$ cat src/pic_pkg.sv
// shared constants and types for the point-in-cone test block
package pic_pkg;

   localparam int unsigned COORD_WIDTH_DEF = 16;
   // limb width of the split multipliers, keeps each partial product at 24 x 24
   localparam int unsigned LIMB_WIDTH = 24;
   // register stages through one split multiplier
   localparam int unsigned MUL_LAT = 3;

   typedef struct packed {
      logic nc_zero;
      logic np_zero;
      logic s1_neg;
      logic s2_neg;
      logic d1_zero;
   } flags_type;

endpackage

$ cat src/pic_umul.sv
// pipelined unsigned multiplier built from limb partial products
module pic_umul #(
   parameter int unsigned A_W    = 34,
   parameter int unsigned B_W    = 34,
   parameter int unsigned LIMB_W = pic_pkg::LIMB_WIDTH
) (
   input  logic               clock,
   input  logic               en,
   input  logic [A_W-1:0]     a,
   input  logic [B_W-1:0]     b,
   output logic [A_W+B_W-1:0] p
);
   localparam int unsigned NA  = (A_W + LIMB_W - 1) / LIMB_W;
   localparam int unsigned NB  = (B_W + LIMB_W - 1) / LIMB_W;
   localparam int unsigned APW = NA * LIMB_W;
   localparam int unsigned BPW = NB * LIMB_W;
   localparam int unsigned RW  = (NB + 1) * LIMB_W;
   localparam int unsigned TW  = (NA + NB) * LIMB_W;

   logic [APW-1:0]        a_pad;
   logic [BPW-1:0]        b_pad;
   logic [2*LIMB_W-1:0]   pp_ff  [NA][NB];
   logic [RW-1:0]         even_c [NA];
   logic [RW-1:0]         odd_c  [NA];
   logic [RW-1:0]         row_ff [NA];
   logic [TW-1:0]         sum_in;
   logic [TW-1:0]         sum_ff;

   assign a_pad = APW'(a);
   assign b_pad = BPW'(b);

   // even and odd limb products of a row do not overlap, so they just concatenate
   always_comb begin
      for (int i = 0; i < NA; i++) begin
         even_c[i] = '0;
         odd_c[i]  = '0;
         for (int j = 0; j < NB; j++) begin
            if ((j % 2) == 0) begin
               even_c[i][j*LIMB_W +: 2*LIMB_W] = pp_ff[i][j];
            end else begin
               odd_c[i][j*LIMB_W +: 2*LIMB_W] = pp_ff[i][j];
            end
         end
      end
   end

   always_comb begin
      sum_in = '0;
      for (int i = 0; i < NA; i++) begin
         sum_in = sum_in + (TW'(row_ff[i]) << (i * LIMB_W));
      end
   end

   always_ff @(posedge clock) begin
      if (en) begin
         for (int i = 0; i < NA; i++) begin
            for (int j = 0; j < NB; j++) begin
               pp_ff[i][j] <= a_pad[i*LIMB_W +: LIMB_W] * b_pad[j*LIMB_W +: LIMB_W];
            end
            row_ff[i] <= even_c[i] + odd_c[i];
         end
         sum_ff <= sum_in;
      end
   end

   assign p = sum_ff[A_W+B_W-1:0];

endmodule

$ cat config.mk
export PLATFORM = sky130hd
export DESIGN_NAME = pic_umul
export DESIGN_NICKNAME = d
export VERILOG_FILES = /design/src/pic_pkg.sv /design/src/pic_umul.sv
export SDC_FILE = /design/constraint.sdc
export NUM_CORES = 2
export LEC_CHECK = 0
export ABC_AREA = 1
export BUFFER_PORTS_ARGS = -buffer_cell sky130_fd_sc_hd__buf_4
export CORE_MARGIN = 2
export CORE_UTILIZATION = 60
export DETAILED_ROUTE_END_ITERATION = 12
export PLACE_DENSITY = 0.81
export SYNTH_ARGS = -nofsm -noshare
export SYNTH_HDL_FRONTEND = slang
export SYNTH_SLANG_ARGS = --single-unit
export TNS_END_PERCENT = 20
$ cat constraint.sdc
create_clock -name clock -period 8.6 [get_ports clock]
set_input_delay 1.72 -clock clock [delete_from_list [all_inputs] [get_ports clock]]
set_output_delay 1.72 -clock clock [all_outputs]
set_load 0.05 [all_outputs]
==> metrics.md <==
| Metric | Value |
|---|---|
| Largest delay contributor family on the critical path | adder cells |
| Post-synth EDFFs | 307 |
| Worst Max-Slew Pin Slew | 0.9242 ns |
| Met2 Resource Use GR | 51.83% |
| Initial antenna violation count | 6 |
| Achievable Freq | 134.6 MHz |
| Reg2Reg Depth | 11 |
| Reg2reg end | row_ff[0][58] |
| Hold WC Path Type | flip-flop to flip-flop |
| Post-Syn Nets | 8,649 |
| Most frequent cells in the layout | nand2_1 (2,322), inv_1 (2,007), fa_1 (895) |
| Reg clk slew, reported paths | 0.07 ns |
| Fin. Hold Viols | 0 |
| Max-cap violations | 0 |
| Syn. warnings | 0 |
| RSZ-0062 raised after global routing | false |
| Initial drt markers | 4,386 |
| Status | complete, no violations |
| Most common cell after layout, fill and taps aside | nand2_1 |
| Mean number of vias per cell | 5.369 |
| CTS H-tree depth | 1 |
| Worst EP required | 8.95 ns |
| Worst slew margin | 38.39% |
| Setup crit start | b[9] |
| CTS resizes | 0 |
| Sequential-to-total area share from yosys stat | 16.65% |
| Die Y | 307.7 um |
| First-pass DRT Iterations | 6 |
| Die ar. | 94,700 sq um |
| CTS buffer count | 29 |
| Drt total wl | 149.4 mm |
| Syn-to-layout area delta | 4.606% |
| Avg Cell Area, Syn | 7.637 sq um |
| Routed vias | 44,884 |
| Grt total ovfl | 0 |
| Core area | 91,520 sq um |
| Dpl cell area | 56,910 sq um |
| GR Util All Layers | 32.70% |
| Post-DP HPWL | 117.9 mm |
| Share of cells above drive strength 1 | 3.555% |
| Routed Antenna Nets | 0 |
| # DRC | 0 |
| Ys async rst share | 0% |
| Die extent in x | 307.7 um |
| Setup TNS | 0 ns |
| Min Tclk post-route | 7.429 ns |
| Synth Instances | 7,248 |
| Crit path buffers/inverters | 6 |
| Syn Std Cell Area | 55,360 sq um |
| GR met1 Demand/Resource | 45.59% |
| Setup bufs post-CTS | 0 |
| Layout Skew | 0.02684 ns |
| Ports | 138 |
| CP Cell Sequence | buf_4 > nand2_1 > fa_1 > inv_1 > fa_1 > inv_1 > fa_1 > inv_1 > fa_1 > fa_1 > fa_1 > inv_1 > fa_1 > inv_1 > ha_1 > a21oi_1 > nand2_1 > a21oi_1 > nor2_1 > nor2_1 > nand2_1 > nand2_1 > nand2_1 |
| Critical path type | primary input to flip-flop |
| Ys flop type | edfxtp_1 |
| Post-CTS Hold Buffers | 0 |
| Worst-Skew Late Latency | 0.61 ns |
| Synth area leaders | fa_1 (32%), edfxtp_1 (17%), nand2_1 (16%) |
| Critical Path Source Type | primary input |
| First-pass GRT wire length | 242.6 mm |
| Crit. End Element | flip-flop |
| Reg2reg start | pp_ff[0][58] |
| Final setup vio count | 0 |
| Largest net degree at the start of global routing | 160 |
| Synth area leader | fa_1 |
| Slowest-stage cell, CP | fa_1 |
| Area fraction of the dominant cell type after synthesis | 32.37% |
| Yosys cell types | 35 |
| Initial core utilization | 60.48% |
| Crit path arrival time | 7.77 ns |
| Worst path depth | 23 |
| Wire per inst | 17.87 um |
| Worst setup path endpoint | pp_ff[0][76] |
| CP peak stage delay | 0.60 ns |
| Final nets | 8,551 |
| CTS root buf | clkbuf_16 |
| Final worst-path cycle share | 86.38% |
| Vias in the first global route | 46,500 |
| CTS tree | built |
| Crit Path Max Fanout | 34 |
| GR peak layer | met2 |
| Reg-to-reg slack, setup | 6.17 ns |
| Final instance area | 57,910 sq um |
| Clock Tree Buf Depth | 3 |
| Clock Sinks | 307 |
| Cell mode on critical path | fa_1 |
| Final Wtd Congestion | 0.9604 |
| Row Count | 111 |
| PortBufs | 137 |
| Max-slew violations | 0 |
| #FFs+latches synth | 307 |
| Grt met3 use | 6.084% |
worst register-to-register path: cells and delay by family, from the launching register on:
kind	cells	cell delay [ns]
AND/OR/NAND/NOR	7	0.86
adder cells (fa/ha/maj)	2	0.61
buffers and inverters	1	0.06
flip-flops	1	0.44
AO/OA/AOI/OAI	1	0.28
how the worst min path moves through the flow:
| stage | start | endpoint | slack, ns | cells after the start |
|---|---|---|---|---|
| 3_5_place_dp | pp_ff[0][46] | row_ff[0][12] | 0.40 | 0 |
| 4_1_cts | row_ff[0][4] | sum_ff[4] | 0.42 | 0 |
| 6_report | row_ff[0][8] | sum_ff[8] | 0.42 | 0 |
| 3_3_place_gp | pp_ff[0][47] | row_ff[0][13] | 0.40 | 0 |
| 2_1_floorplan | pp_ff[0][34] | row_ff[0][0] | 0.40 | 0 |
| 5_1_grt | pp_ff[0][37] | row_ff[0][3] | 0.43 | 0 |
Yosys cell counts, types with 3 or more instances:
| library cell | count |
|---|---|
| nand3b_1 | 6 |
| xnor2_1 | 22 |
| edfxtp_1 | 307 |
| nor4_1 | 3 |
| ha_1 | 436 |
| o21ai_0 | 72 |
| a31oi_1 | 11 |
| inv_1 | 2007 |
| or2_2 | 3 |
| nand3_2 | 15 |
| o21a_1 | 6 |
| nand4_1 | 29 |
| nand3_1 | 166 |
| a21o_1 | 9 |
| nor2_1 | 281 |
| nor3_1 | 25 |
| a21boi_0 | 3 |
| a21oi_1 | 174 |
| nand2_2 | 12 |
| nor2_2 | 21 |
| nand2_1 | 2322 |
| fa_1 | 895 |
| clkbuf_1 | 271 |
| nor2_4 | 3 |
| xor2_1 | 107 |
| o21bai_1 | 16 |
| and2_1 | 7 |
| inv_2 | 9 |
layer usage:
layer | vias to the layer above | routed length [um]
met5 | - | 63
met4 | 8 | 5265
met3 | 380 | 15380
met2 | 2132 | 66610
met1 | 21633 | 62070
li1 | 20731 | -
flip-flops by register name (all words and copies together) (netlist names):
name,cells
pp_ff,136
row_ff,103
sum_ff,68
per-stage QoR:
stage,util (%),hold slack (ns),worst slack [ns],cells
6_report,63.27,0.4182,1.171,8360
5_1_grt,63.27,0.4259,0.9068,8360
4_1_cts,63.27,0.4202,1.298,8359
3_5_place_dp,62.18,0.4045,0.6840,8305
3_3_place_gp,62.18,0.4015,0.7494,8305
2_1_floorplan,-,0.4003,1.177,7248
cell type report:
cell class                      instances  area (sq um)
Antenna cell                            1         2.502
Clock buffer                           32         737.0
Clock inverter                         22         254.0
Fill cell                            7871         33620
Inverter                             2016          7567
Multi-Input combinational cell       4653         37550
Sequential cell                       307          9219
Tap cell                             1186          1484
Timing Repair Buffer                  143          1094
kinds of logic after synthesis:
group,after synthesis,synth area share (%)
AND/OR/NAND/NOR,2898,20.71
buffers and inverters,2288,15.51
adder cells (fa/ha/maj),1331,42.22
flip-flops,307,16.65
AO/OA/AOI/OAI,295,2.859
XOR/XNOR,129,2.041
Power is left out: the tool's default activity adds up to more than one toggle a clock period on the data nets, which glitch-free logic cannot reach.
